## src/sv/lzrd_pkg.sv

```systemverilog
`default_nettype none

package lzrd_pkg;

  // Geometry of the token format.
  localparam int unsigned START_GAP = 18;      // stream starts this far before the ring end
  localparam int unsigned MIN_MATCH = 3;       // shortest match length
  localparam logic [7:0]  FILL_BYTE = 8'h20;   // value of a ring entry not yet written
  localparam int unsigned CNT_W     = 5;       // remaining-bytes counter of a match

  // Controller states, one-hot.
  typedef enum logic [4:0] {
    ST_IDLE = 5'b00001,
    ST_DEC  = 5'b00010,
    ST_EMIT = 5'b00100,
    ST_RD   = 5'b01000,
    ST_WR   = 5'b10000
  } state_e;

  // What the held input byte is, given the token state.
  typedef enum logic [1:0] {
    KIND_FLAG  = 2'd0,
    KIND_LOW   = 2'd1,
    KIND_LIT   = 2'd2,
    KIND_MATCH = 2'd3
  } kind_e;

  typedef struct packed {
    logic capture;   // latch the accepted input byte
    logic dec_en;    // update token state from the held byte
    logic emit_en;   // load output with a literal or a bare end marker
    logic rd_en;     // issue a ring read for the next match byte
    logic wr_en;     // write back the copied byte and load output
    logic restart;   // return stream state to its start values
  } ctrl_cmd_t;

  typedef struct packed {
    kind_e kind;
    logic  last;         // held byte ends the stream
    logic  match_final;  // current match byte is the last one
    logic  out_free;     // output register can take a new transaction
  } dp_status_t;

endpackage

`default_nettype wire

```

## src/sv/lzrd_ctrl.sv

```systemverilog
`default_nettype none

module lzrd_ctrl (
  input  wire logic                clk_i,
  input  wire logic                rst_ni,
  input  wire logic                in_valid_i,
  output      logic                in_ready_o,
  input  wire lzrd_pkg::dp_status_t status_i,
  output      lzrd_pkg::ctrl_cmd_t  cmd_o,
  output      lzrd_pkg::state_e     state_o
);
  import lzrd_pkg::*;

  state_e state_q, state_d;

  always_ff @(posedge clk_i or negedge rst_ni) begin
    if (!rst_ni) begin
      state_q <= ST_IDLE;
    end else begin
      state_q <= state_d;
    end
  end

  always_comb begin
    state_d    = state_q;
    cmd_o      = '0;
    in_ready_o = 1'b0;
    unique case (state_q)
      ST_IDLE: begin
        in_ready_o = 1'b1;
        if (in_valid_i) begin
          cmd_o.capture = 1'b1;
          state_d       = ST_DEC;
        end
      end
      ST_DEC: begin
        cmd_o.dec_en = 1'b1;
        unique case (status_i.kind)
          KIND_FLAG, KIND_LOW: state_d = status_i.last ? ST_EMIT : ST_IDLE;
          KIND_LIT:            state_d = ST_EMIT;
          KIND_MATCH:          state_d = ST_RD;
          default:             state_d = ST_IDLE;
        endcase
      end
      ST_EMIT: begin
        if (status_i.out_free) begin
          cmd_o.emit_en = 1'b1;
          cmd_o.restart = status_i.last;
          state_d       = ST_IDLE;
        end
      end
      ST_RD: begin
        cmd_o.rd_en = 1'b1;
        state_d     = ST_WR;
      end
      ST_WR: begin
        if (status_i.out_free) begin
          cmd_o.wr_en = 1'b1;
          if (status_i.match_final) begin
            cmd_o.restart = status_i.last;
            state_d       = ST_IDLE;
          end else begin
            state_d = ST_RD;
          end
        end
      end
      default: state_d = ST_IDLE;
    endcase
  end

  assign state_o = state_q;

endmodule

`default_nettype wire

```

## config.mk

```make
export PLATFORM = sky130hd
export DESIGN_NAME = lzrd_ctrl
export DESIGN_NICKNAME = d
export VERILOG_FILES = /design/src/sv/lzrd_pkg.sv /design/src/sv/lzrd_ctrl.sv
export SDC_FILE = /design/constraint.sdc
export NUM_CORES = 1
export LEC_CHECK = 0
export BUFFER_PORTS_ARGS = -buffer_cell sky130_fd_sc_hd__buf_2
export CAP_MARGIN = 15
export CORE_AREA = 2 2 39 41
export CTS_CLUSTER_SIZE = 28
export DETAILED_ROUTE_END_ITERATION = 8
export DIE_AREA = 0 0 41 43
export SLEW_MARGIN = 20
export SYNTH_ARGS = -nofsm -noshare
export SYNTH_HDL_FRONTEND = slang
export SYNTH_SLANG_ARGS = --single-unit
```

## constraint.sdc

```tcl
create_clock -name clk_i -period 1.28 [get_ports clk_i]
set_input_delay 0.128 -clock clk_i [delete_from_list [all_inputs] [get_ports clk_i]]
set_output_delay 0.128 -clock clk_i [all_outputs]
set_load 0.02 [all_outputs]
```

==> results by group <==
Routing
  – Routed WL per cell: ~14 um
  – Routed vias: around 530
  – Pre-antenna DRT Iters: 4
  – Routed WL: ~1.4 mm
  – Number of DRC markers in iteration 0: 3
  – Via-to-Cell Ratio: 5.208
  – ANT nets after route: 0
  – # DRC: 0

Logic synthesis
  – Post-synthesis cell area: about 440 um^2
  – Sequential-to-total area share from yosys stat: 28.45%
  – Netlist cell types: 28
  – Synthesized Nets: 56
  – Register bit total from synthesis: 5
  – Average cell area after synthesis: just over 9 um^2
  – Number of synthesis warnings: 0
  – Synth Instances: 48

Global route
  – Vias in the first global route: 515
  – Largest net degree at the start of global routing: 11
  – Gr ovfl total: 0
  – GR Util met1: between 20% and 30%
  – First-pass GRT wire length: approximately 2.2 mm
  – GR Util met3: under 10%
  – Total global routing track utilization: 19.21%
  – Met2 usage: a little under a third
  – Top Usage Layer GRT: met2
  – Initial antenna violation count: 0

Finish
  – Synth-to-Final Area Change: 85.92%
  – Max reg flops: 5
  – Fin nets: 94
  – Fin util: around three fifths
  – ANT cells: 0
  – Layout cell share with drive strength beyond 1: between 60% and 70%

Placed design
  – Port buffer count: 19
  – Placer Congestion: 0.8366
  – Detailed Place HPWL: ~890 um

Clocking
  – Reg clk slew, reported paths: 40 ps
  – CTS sink count: 5
  – Num CTS Buffers: 3
  – Clk Tree Root Cell: clkbuf_4
  – CTS tree: built
  – Clk_lat worst skew: between 200 and 250 ps
  – CTS max path bufs: 2
  – H-tree Lvls: 1

Worst setup path
  – Kind of start point of the critical path: flop
  – RR Endpoint: state_o[3]
  – Crit. Startpoint: state_o[1]
  – CP Max Fanout: 5
  – Worst Setup EP: cmd_o[5]
  – Register-to-register setup slack: -130 ps
  – Critical Path AT: between 1000 and 1500 ps
  – Cell-by-cell trace of the critical path: buf_4 -> nor4b_4 -> and2_4 -> buf_6
  – Critical path class: reg2out
  – Critical path's slowest cell: dfrtp_2
  – R2R cell count: 5
  – Critical path capture point type: output port
  – Crit-path max cell delay: 450 ps
  – Data required, critical path: around 1200 ps
  – Worst r2r src: state_o[1]

Timing
  – Fin crit share: 121.6%
  – Worst-case clock skew: 2.223 ps
  – Worst setup margin: -276.8 ps
  – Setup TNS: -1636 ps
  – Crit path time final: 1557 ps
  – Setup violators final: 9
  – Slew margin rel.: about four fifths
  – Max Freq: around 0.64 GHz
  – Fin. max-slew vios: 0
  – Actual slew at the worst max-slew pin: ~300 ps
  – RSZ-0062 raised after global routing: true
  – Final Hold Viols: 0

Hold path
  – Worst Hold Launch: in_valid_i
  – Worst min path class: in2reg
  – Cell depth of the worst hold path: 2

Power and ir drop
  – Leakage power: roughly 0.00037 uW
  – Power Density: between 1500 and 2000 mW/mm^2
  – Max VDD drop: approximately 0.0011 V

Die
  – Row cnt: 14
  – Die Y: approximately 43 um
  – Die ar.: 0.001763 mm^2
  – Core Footprint: 0.001384 mm^2
  – Starting Density: around a third
  – Die Width: 41 um
  – IO Pins: 20

Job
  – Max-cap violations: 0

Run status
  – Failing checks: setup timing
  – Status: finished with violations
[synthesized netlist by cell type (all sizes together)]
master	n	share of area [%]
a2111oi	1	2.0
a21boi	1	1.7
a21oi	2	2.3
a31oi	2	2.8
a32oi	1	2.0
and2	2	2.8
and3	1	1.4
and4	1	2.0
and4b	1	2.5
buf	4	8.7
dfrtp	4	23
dfstp	1	5.9
inv	1	0.84
nand2	2	1.7
nand2b	3	4.2
nand3b	1	1.7
nand4b	1	2.0
nor2	5	4.2
nor3	3	4.5
nor3b	2	3.4
nor4	2	6.2
nor4b	1	5.4
o21ai	3	3.4
or2	1	2.0
xor2	2	3.9
[power by group]
group	leakage (uW)	switching, uW	internal, uW
combinational	0.000290	506	604
sequential	0.0000606	67.3	214
clock	0.0000150	63.5	118
total	0.000365	637	936
[worst min path at each step]
stage	endpoint	slack (ps)
final	state_o[1]	140
after global placement	state_o[1]	-50
after floorplan	state_o[1]	-170
after CTS	state_o[1]	130
after global routing	state_o[1]	140
after detailed placement	state_o[1]	-50
[kinds of logic (layout without fill, tap and decap cells)]
logic type	after synthesis	in the layout	synth area share (%)
AO/OA/AOI/OAI	10	10	14.08
XOR/XNOR	2	2	3.944
buffers and inverters	5	42	9.575
flip-flops	5	5	28.45
AND/OR/NAND/NOR	26	26	43.95
[through the flow]
step	worst slack, ps	cell area [um^2]	cells	power, uW	hold slack, ps
after floorplan	-397.0	474.2	48	793.9	-167.6
after global placement	-84.39	611.8	88	989.3	-53.85
after detailed placement	-114.4	611.8	88	990.9	-52.40
after CTS	-264.3	778.2	100	1466	129.2
after global routing	-347.5	825.8	101	1672	142.0
final	-276.8	825.8	101	1573	139.1
[worst max-delay path, delay by kind of cell, from the launching register on]
family,cells,cell delay [ps]
AND/OR/NAND/NOR,2,470
flip-flops,1,450
buffers and inverters,2,270
[cell usage in the layout (no fill, tap or decap), types with 2 or more instances in the layout]
| master | count |
|---|---|
| o21ai_0 | 3 |
| nand2b_1 | 2 |
| nor3_1 | 2 |
| nor3b_1 | 2 |
| dfrtp_2 | 3 |
| clkbuf_4 | 3 |
| xor2_1 | 2 |
| buf_2 | 12 |
| a31oi_1 | 2 |
| nand2_1 | 2 |
| nor2_1 | 3 |
| nor4_4 | 2 |
| buf_6 | 11 |
| buf_4 | 12 |
[routing by layer]
layer  vias up  routed length (um)
met4         0                   0
met5         -                   0
met2        12                 750
li1        251                   -
met3         0                  59
met1       263                 620
[area by class of cell]
| cell class | instances | area [um^2] |
|---|---|---|
| Clock buffer | 4 | 26.28 |
| Tap cell | 16 | 20.02 |
| Timing Repair Buffer | 37 | 304.0 |
| Inverter | 1 | 6.256 |
| Fill cell | 118 | 558.0 |
| Sequential cell | 5 | 130.1 |
| Multi-Input combinational cell | 38 | 339.1 |
[repair_timing]
action                                 in CTS  in global routing
endpoints found under the hold margin       5                  0
resized for setup                          19                 10
pin swaps                                   8                  5
hold buffers                                1                  0
buffers inserted                            7                  1
setup endpoints to repair                   9                 11
No activity file was read; power rests on OpenSTA's default activity.
